`config.mk`:
```
export PLATFORM = sky130hd
export DESIGN_NAME = tcaw_parser
export DESIGN_NICKNAME = d
export VERILOG_FILES = /design/src/hdl/tcaw_pkg.sv /design/src/hdl/tcaw_parser.sv
export SDC_FILE = /design/constraint.sdc
export NUM_CORES = 1
export LEC_CHECK = 0
export BUFFER_PORTS_ARGS = -buffer_cell sky130_fd_sc_hd__buf_2
export CORE_MARGIN = 2
export CORE_UTILIZATION = 43
export DETAILED_ROUTE_END_ITERATION = 12
export GPL_ROUTABILITY_DRIVEN = 0
export PLACE_DENSITY_LB_ADDON = 0.08
export SLEW_MARGIN = 20
export SYNTH_ARGS = -nofsm -noshare
export SYNTH_HDL_FRONTEND = slang
export SYNTH_SLANG_ARGS = --single-unit
export TNS_END_PERCENT = 20
```
`constraint.sdc`:
```
create_clock -name vclk -period 2.53
set_input_delay 0.253 -clock vclk [all_inputs]
set_output_delay 0.253 -clock vclk [all_outputs]
set_load 0.02 [all_outputs]
```
`src/hdl/tcaw_pkg.sv`:
```
// Shared types and constants for the text console writer.
// Holds the character codes, parser phase codes, color palette and the
// parser result struct. No dependencies.
package tcaw_pkg;

    // Character codes the console and its escape parser react to.
    localparam logic [7:0] CH_BS       = 8'h08;
    localparam logic [7:0] CH_TAB      = 8'h09;
    localparam logic [7:0] CH_LF       = 8'h0a;
    localparam logic [7:0] CH_CR       = 8'h0d;
    localparam logic [7:0] CH_ESC      = 8'h1b;
    localparam logic [7:0] CH_SPACE    = 8'h20;
    localparam logic [7:0] CH_0        = 8'h30;
    localparam logic [7:0] CH_1        = 8'h31;
    localparam logic [7:0] CH_2        = 8'h32;
    localparam logic [7:0] CH_3        = 8'h33;
    localparam logic [7:0] CH_4        = 8'h34;
    localparam logic [7:0] CH_7        = 8'h37;
    localparam logic [7:0] CH_J        = 8'h4a;
    localparam logic [7:0] CH_LBRACKET = 8'h5b;
    localparam logic [7:0] CH_M        = 8'h6d;

    // Escape parser phases, as reported on the result port.
    localparam logic [2:0] PH_IDLE    = 3'd0;
    localparam logic [2:0] PH_ESC     = 3'd1;
    localparam logic [2:0] PH_BRACKET = 3'd2;
    localparam logic [2:0] PH_DIGIT   = 3'd3;
    localparam logic [2:0] PH_COLOR   = 3'd4;

    // Attribute presets.
    localparam logic [7:0] ATTR_NORMAL  = 8'h07;
    localparam logic [7:0] ATTR_BRIGHT  = 8'h0f;
    localparam logic [7:0] ATTR_REVERSE = 8'h70;

    // Next parser state together with what the top level has to do.
    typedef struct packed {
        logic       clear;      // clear the screen and home the cursor
        logic       ctrl;       // character goes to cursor handling or the screen
        logic [2:0] phase;
        logic [7:0] digit;
        logic [3:0] pending;
        logic [7:0] attr;
    } t_parse;

    // Eight entry color palette for the foreground and background selects.
    function automatic logic [3:0] palette(input logic [2:0] sel);
        logic [3:0] val;
        case (sel)
            3'd0:    val = 4'd0;
            3'd1:    val = 4'd4;
            3'd2:    val = 4'd2;
            3'd3:    val = 4'd14;
            3'd4:    val = 4'd1;
            3'd5:    val = 4'd5;
            3'd6:    val = 4'd3;
            default: val = 4'd15;
        endcase
        return val;
    endfunction

endpackage

```
`src/hdl/tcaw_parser.sv`:
```
// Escape sequence decoder of the text console writer.
// Computes the next parser state and attribute for one character.
// Depends on tcaw_pkg.
module tcaw_parser
    import tcaw_pkg::*;
(
    input  logic [7:0] i_char,
    input  logic [2:0] i_phase,
    input  logic [7:0] i_digit,
    input  logic [3:0] i_pending,
    input  logic [7:0] i_attr,
    output t_parse     o_next
);

    logic consumed;
    logic is_oct_digit;

    assign is_oct_digit = (i_char[7:3] == CH_0[7:3]);

    always_comb begin
        consumed        = 1'b0;
        o_next.clear    = 1'b0;
        o_next.ctrl     = 1'b0;
        o_next.phase    = i_phase;
        o_next.digit    = i_digit;
        o_next.pending  = i_pending;
        o_next.attr     = i_attr;
        case (i_phase)
            PH_ESC: begin
                if (i_char == CH_LBRACKET) begin
                    o_next.phase = PH_BRACKET;
                    consumed     = 1'b1;
                end
            end
            PH_BRACKET: begin
                if (i_char == CH_0 || i_char == CH_1 || i_char == CH_2 ||
                    i_char == CH_3 || i_char == CH_4 || i_char == CH_7) begin
                    o_next.phase = PH_DIGIT;
                    o_next.digit = i_char;
                    consumed     = 1'b1;
                end
            end
            PH_DIGIT: begin
                if (is_oct_digit) begin
                    if (i_digit == CH_3 || i_digit == CH_4) begin
                        o_next.pending = palette(i_char[2:0]);
                        o_next.phase   = PH_COLOR;
                        consumed       = 1'b1;
                    end
                end else if (i_char == CH_J) begin
                    if (i_digit == CH_2) begin
                        o_next.clear = 1'b1;
                        o_next.phase = PH_IDLE;
                        consumed     = 1'b1;
                    end
                end else if (i_char == CH_M) begin
                    if (i_digit == CH_0) begin
                        o_next.attr  = ATTR_NORMAL;
                        o_next.phase = PH_IDLE;
                        consumed     = 1'b1;
                    end else if (i_digit == CH_1) begin
                        o_next.attr  = ATTR_BRIGHT;
                        o_next.phase = PH_IDLE;
                        consumed     = 1'b1;
                    end else if (i_digit == CH_7) begin
                        o_next.attr  = ATTR_REVERSE;
                        o_next.phase = PH_IDLE;
                        consumed     = 1'b1;
                    end
                end
            end
            PH_COLOR: begin
                if (i_char == CH_M && i_digit == CH_3) begin
                    o_next.attr  = {i_attr[7:4], i_pending};
                    o_next.phase = PH_IDLE;
                    consumed     = 1'b1;
                end else if (i_char == CH_M && i_digit == CH_4) begin
                    o_next.attr  = {i_pending, i_attr[3:0]};
                    o_next.phase = PH_IDLE;
                    consumed     = 1'b1;
                end
            end
            default: begin
            end
        endcase

        // A character that does not fit the sequence ends it and is then
        // treated as an ordinary one; an escape starts a new sequence.
        if (!consumed) begin
            if (i_char == CH_ESC) begin
                o_next.phase = PH_ESC;
            end else begin
                o_next.phase = PH_IDLE;
                o_next.ctrl  = 1'b1;
            end
        end
    end

endmodule

```
==> results of run 1 <==
## metal layers
metal / vias up / GRT usage (%)
met5: - / 0
met4: 0 / 1.25
met3: 0 / 0.862
met2: 53 / 40.0
met1: 436 / 34.8
li1: 470 / -
## logic make-up after synthesis
family | Yosys count | share of synthesized area, %
XOR/XNOR | 1 | 1.37
AO/OA/AOI/OAI | 21 | 25.0
multiplexers | 7 | 12.1
buffers and inverters | 5 | 3.13
AND/OR/NAND/NOR | 58 | 58.4
## layout by cell type (no fill, tap or decap), drive strengths merged, types with 2 or more instances in the layout
cell | Yosys | final
a211o | 2 | 2
a21oi | 3 | 3
a221o | 3 | 3
and2 | 3 | 3
and4b | 3 | 3
buf | 1 | 57
inv | 2 | 2
mux2 | 6 | 6
nand2 | 13 | 13
nand2b | 3 | 3
nand3 | 3 | 3
nand3b | 2 | 2
nand4 | 4 | 4
nor2 | 9 | 9
nor2b | 3 | 3
nor3 | 6 | 6
nor3b | 2 | 2
o21ai | 3 | 3
o31ai | 3 | 3
## how the worst min path moves through the flow
stage | end | cells past startpoint
2_1_floorplan | o_next[24] | 2
3_3_place_gp | o_next[17] | 3
3_5_place_dp | o_next[17] | 3
6_report | o_next[17] | 3
5_1_grt | o_next[17] | 3
4_1_cts | o_next[17] | 3
## power by group through the flow
stage / Combinational, mW / Clock, mW / Sequential, mW
after global placement: 0.118 / 0 / 0
after floorplan: 0.0619 / 0 / 0
after global routing: 0.132 / 0 / 0
final: 0.121 / 0 / 0
after CTS: 0.121 / 0 / 0
after detailed placement: 0.120 / 0 / 0
## area by class of cell
| type | count | area, um^2 |
|---|---|---|
| fill | 134 | 415 |
| inverter | 2 | 7.51 |
| multi-input combinational | 87 | 621 |
| tap | 15 | 18.8 |
| timing repair buffer | 57 | 288 |
## per-stage QoR
step	setup slack [ns]	area (um^2)
after global placement	0.452	935
final	0.414	935
after detailed placement	0.417	935
after floorplan	0.532	641
after CTS	0.416	935
after global routing	0.300	935
==> metrics.csv, run 1 <==
stage,metric,value,unit
global_routing,initial_antenna_violation_count,0,
logic_synthesis,synthDominantAreaCellType,sky130_fd_sc_hd__nand2_1,
global_routing,track_usage,23.8,%
timing,setup_total_negative_slack,0,ns
detailed_routing,drtPass1Iterations,4,
detailed_routing,route.final.wire_length,2110,um
pwr,p_leak,0.486,nW
detailed_routing,drt_iter0_drc,18,
run_status,status,completed,
logic_synthesis,most_frequent_cell_after_synthesis,sky130_fd_sc_hd__nand2_1,
pwr,p_int,50.5,uW
floorplan,design.core.area,0.00135,mm^2
detailed_routing,route.detailed.drc,0,
global_routing,grt_first_pass_wirelength,3550,um
setup_path,worst_setup_path_start_kind,primary input,
timing,grt_setup_unrepaired,false,
floorplan,die-width,42.6,um
logic_synthesis,netlist_top_cells_count,"12 x sky130_fd_sc_hd__nand2_1, 9 x sky130_fd_sc_hd__nor2_1, 4 x sky130_fd_sc_hd__nand4_1",
setup_path,critical_path.endpoint_type,output port,
hold_path,timing.hold.worst.start,i_digit[5],
detailed_routing,viasPerCell,5.96,
cts,ctsHoldBuffers,0,
cts,postCtsResizedCells,0,
detailed_routing,met2_length,988,um
final_layout,antennaDiodeCount,0,
final_layout,layoutNonFillerInstCount,161,
detailed_routing,drt-met1-wl,926,um
timing,finalHoldViolations,0,
logic_synthesis,avgSynthCellArea,6.96,um^2
final_layout,numSequentialCells,0,
detailed_routing,dr.max_layer_used,met3,
floorplan,ios,56,
detailed_routing,wl_met3,196,um
pwr,power.ir.vdd_worst,82.7,uV
detailed_routing,wire_per_inst,13.1,um
global_routing,grt_max_degree,11,
final_layout,finalNetCount,179,
floorplan,number_of_placement_rows,13,
logic_synthesis,syn_inst,92,
setup_path,timing.critical_path.slowest_stage_cell,sky130_fd_sc_hd__and4b_4,
floorplan,start_util,47.5,%
pwr,report.power.total,121,uW
setup_path,cp-startpoint,i_digit[7],
detailed_routing,antenna_violating_nets_post_route,0,
logic_synthesis,post-synth-top-area-fraction,7.03,%
placement,dpl.cell_count,161,
logic_synthesis,syn-num-nets,123,
pwr,total_net_switching_power,70.9,uW
logic_synthesis,synth.yosys.seq_area_share,0,%
timing,finalSetupViolations,0,
placement,dpl.hpwl,1770,um
logic_synthesis,post_synth_instance_area,641,um^2
setup_path,cp_data_arrival_time,1.86,ns
final_layout,sequential_cell_area,0,um^2
final_layout,drive_above_1_share,47.9,%
cts,post-cts-setup-buffers,0,
global_routing,vias_in_the_first_global_route,823,
setup_path,critPathMaxFanout,8,
hold_path,holdCritPathClass,primary input to output port,
setup_path,endpoint,o_next[7],
global_routing,globalRouteOverflowTotal,0,
floorplan,die_height,42.6,um
pwr,clock_network_power_share,0,%
logic_synthesis,synth_warnings,0,
pwr,switching_share,58.4,%
timing,slew-limit-headroom,63.9,%
timing,final_period_minus_worst_setup_slack,2.12,ns
setup_path,timing.critical_path.buf_inv,2,
setup_path,timing.setup.critical_path_class,primary input to output port,
timing,worst-slew-pin-transition,0.537,ns
setup_path,timing.critical_path.required,2.28,ns
logic_synthesis,synth_top_cells_by_area,"sky130_fd_sc_hd__nand2_1 7.0%, sky130_fd_sc_hd__nor2_1 5.3%, sky130_fd_sc_hd__mux2_1 5.3%",
setup_path,critical_path_depth,8,
timing,hold-worst-slack,0.822,ns
pwr,sequentialPowerShare,0,%
setup_path,path_common_cell,sky130_fd_sc_hd__buf_2,
floorplan,area_of_the_die,0.00181,mm^2
setup_path,critical_path.max_stage_delay,0.34,ns
pwr,power.share.combinational,100.0,%
final_layout,finish.utilization,69.2,%
placement,port_buffers,56,
logic_synthesis,synth_cell_type_count,42,
timing,fmax,0.473,GHz
setup_path,worstPathCellList,buf_2 > nor4bb_1 > and4b_4 > nand2_4 > nor3_4 > a31oi_1 > a22o_1 > buf_2,
detailed_routing,vias,959,
final_layout,nClkBuffers,0,
final_layout,syn2layout_area_growth,45.9,%
setup_path,cpLargestDelayFamily,simple AND/OR/NAND/NOR gates,
run,timing.max_cap.violations,0,
pwr,pwr_density_cell,130,mW/mm^2
timing,final.period_utilization,83.6,%
timing,timing.final.max_slew_violations,0,
No activity file was read; power rests on OpenSTA's default activity.
==> run 2, diff against run 1 <==
Settings changed: ABC_AREA from default to 1, CORE_UTILIZATION 43 to 41.
Clock period 2.53 ns to 1.7 ns, I/O delays scaled along.
==> run 2 against run 1 <==
Against the previous run: combinational power is 95% higher; worst hold slack worse by 0.17 ns; total power is 95% higher; worst setup slack worse by 0.24 ns; via count is 26% higher; critical path depth is 1 higher.
==> metrics.csv, run 2 <==
stage,metric,value,unit
setup_path,timing.critical_path.buf_inv,4,
logic_synthesis,post_synth_instance_area,853,um^2
final_layout,n_fill_cell,226,
logic_synthesis,main_combinational_cell_family_by_area_after_synthesis,simple AND/OR/NAND/NOR gates,
setup_path,critical_path.max_stage_delay,0.22,ns
global_routing,initial_antenna_violation_count,0,
timing,slew-limit-headroom,73.5,%
logic_synthesis,avgSynthCellArea,4.96,um^2
detailed_routing,route.final.wire_length,2390,um
floorplan,ios,56,
detailed_routing,antenna_violating_nets_post_route,0,
logic_synthesis,netlist_top_cells_count,"66 x sky130_fd_sc_hd__nand2_1, 29 x sky130_fd_sc_hd__inv_1, 14 x sky130_fd_sc_hd__nand3_1, 14 x sky130_fd_sc_hd__nor2_1, 7 x sky130_fd_sc_hd__o211ai_1",
cts,ctsHoldBuffers,0,
final_layout,numSequentialCells,0,
pwr,sequentialPowerShare,0,%
global_routing,globalRouteOverflowTotal,0,
logic_synthesis,post-synth-top-area-fraction,29.0,%
setup_path,cpLargestDelayFamily,simple AND/OR/NAND/NOR gates,
global_routing,grt_first_pass_wirelength,4040,um
cts,postCtsResizedCells,0,
setup_path,worst_setup_path_start_kind,primary input,
timing,setup_total_negative_slack,0,ns
placement,port_buffers,56,
pwr,clock_network_power_share,0,%
placement,dpl.hpwl,2110,um
timing,final_period_minus_worst_setup_slack,1.53,ns
logic_synthesis,synth-xor-area-share,0,%
pwr,p_leak,0.754,nW
global_routing,vias_in_the_first_global_route,1046,
pwr,pwr_density_cell,203,mW/mm^2
pwr,switching_share,62.5,%
floorplan,area_of_the_die,0.00246,mm^2
detailed_routing,route.detailed.drc,0,
setup_path,cp_data_arrival_time,1.36,ns
final_layout,syn2layout_area_growth,36.7,%
final_layout,mostFrequentLayoutCell,sky130_fd_sc_hd__nand2_1,
placement,dpl_cell_area,0.00117,mm^2
logic_synthesis,synth_simple_gate_area_share,67.7,%
setup_path,cp-startpoint,i_phase[2],
timing,grt_setup_unrepaired,false,
setup_path,timing.critical_path.slowest_stage_cell,sky130_fd_sc_hd__or2_1,
hold_path,holdCritPathClass,primary input to output port,
final_layout,commonest_non_fill_non_tap_cells_in_the_layout,"66 x sky130_fd_sc_hd__nand2_1, 56 x sky130_fd_sc_hd__buf_2, 29 x sky130_fd_sc_hd__inv_1",
logic_synthesis,synthAdderAreaFrac,0,%
detailed_routing,drt_iter0_drc,40,
floorplan,number_of_placement_rows,16,
timing,worst-slew-pin-transition,0.393,ns
logic_synthesis,synth_warnings,0,
floorplan,die_height,49.6,um
logic_synthesis,syn-num-nets,203,
floorplan,die-width,49.6,um
logic_synthesis,synth_area_in_compound_gates,15.4,%
final_layout,post_route_standard_cell_area_excluding_fillers,0.00117,mm^2
timing,finalHoldViolations,0,
floorplan,design.core.area,0.00196,mm^2
run_status,status,completed,
final_layout,finalNetCount,261,
global_routing,grt_max_degree,15,
final_layout,drive_above_1_share,35.5,%
detailed_routing,drtPass1Iterations,4,
run,timing.max_cap.violations,0,
logic_synthesis,synthDominantAreaCellType,sky130_fd_sc_hd__nand2_1,
logic_synthesis,synth.yosys.seq_area_share,0,%
setup_path,critPathMaxFanout,5,
logic_synthesis,most_frequent_cell_after_synthesis,sky130_fd_sc_hd__nand2_1,
setup_path,timing.setup.critical_path_class,primary input to output port,
hold_path,timing.hold.worst.start,i_digit[7],
timing,finalSetupViolations,0,
global_routing,track_usage,19.3,%
pwr,p_int,88.6,uW
detailed_routing,wire_per_inst,9.37,um
setup_path,critical_path.endpoint_type,output port,
timing,final.period_utilization,89.7,%
detailed_routing,viasPerCell,4.74,
pwr,power.ir.vdd_worst,123,uV
timing,fmax,0.655,GHz
logic_synthesis,synth_top_cells_by_area,"sky130_fd_sc_hd__nand2_1 29%, sky130_fd_sc_hd__inv_1 13%, sky130_fd_sc_hd__nand3_1 8.2%",
pwr,power.share.combinational,100.0,%
floorplan,start_util,43.5,%
final_layout,sequential_cell_area,0,um^2
final_layout,nClkBuffers,0,
final_layout,antennaDiodeCount,0,
timing,timing.final.max_slew_violations,0,
setup_path,worstPathCellList,buf_2 > inv_1 > nand3_1 > inv_1 > or2_1 > nand2_1 > nand2_1 > nand3_1 > buf_2,
logic_synthesis,synth_mux_area_share,0,%
logic_synthesis,synth_cell_type_count,25,
pwr,total_net_switching_power,148,uW
detailed_routing,vias,1209,
logic_synthesis,syn_inst,172,
cts,post-cts-setup-buffers,0,
setup_path,timing.critical_path.required,1.53,ns
-- run 2: changes by cell type after synthesis, moves of 4 or more --
cell | before | now
sky130_fd_sc_hd__inv_1 | 2 | 29
sky130_fd_sc_hd__inv_2 | 0 | 5
sky130_fd_sc_hd__nand2_1 | 12 | 66
sky130_fd_sc_hd__nand3_1 | 3 | 14
sky130_fd_sc_hd__nor2_1 | 9 | 14
sky130_fd_sc_hd__nor2_4 | 0 | 4
sky130_fd_sc_hd__o211ai_1 | 1 | 7
sky130_fd_sc_hd__o21ai_1 | 0 | 6
sky130_fd_sc_hd__o21ai_2 | 0 | 4
-- run 2: final timing paths --
kind | end | depth (start not counted)
worst max-delay path | o_next[2] | 9
worst min-delay path | o_next[19] | 4
-- run 2: metrics by stage --
stage          utilization [%]  total power [mW]  hold WS (ns)  setup WS [ns]  std cells
6_report                  59.4             0.236         0.651          0.174        255
4_1_cts                   59.4             0.237         0.655          0.158        255
5_1_grt                   59.4             0.264         0.670        0.00933        255
3_3_place_gp              59.4             0.232         0.653          0.186        255
2_1_floorplan                -             0.141         0.469          0.392        172
3_5_place_dp              59.4             0.237         0.655          0.160        255
-- run 2: layout make-up --
| cell class | count | area [um^2] | share of cell area, % |
|---|---|---|---|
| multi-input cells | 136 | 709 | 60.8 |
| repair buffers | 58 | 295 | 25.3 |
| inverters | 34 | 128 | 10.9 |
| well taps | 27 | 33.8 | 2.90 |
-- run 2: power groups by stage --
| stage | combinational [mW] | clock [mW] | sequential, mW |
|---|---|---|---|
| detailed placement | 0.237 | 0 | 0 |
| floorplan | 0.141 | 0 | 0 |
| global placement | 0.232 | 0 | 0 |
| global route | 0.264 | 0 | 0 |
| finish | 0.236 | 0 | 0 |
| CTS | 0.237 | 0 | 0 |
-- run 2: cells by family after synthesis --
family,Yosys count
buffers and inverters,36
AO/OA/AOI/OAI,19
AND/OR/NAND/NOR,117
-- run 2: layer usage --
metal | share of wire [%] | wire, um | global-route usage [%]
met1 | 47 | 1120 | 26.9
met2 | 48 | 1140 | 34.2
met3 | 5.5 | 131 | 0.909
met4 | 0 | 0 | 0.463
met5 | 0 | 0 | 0
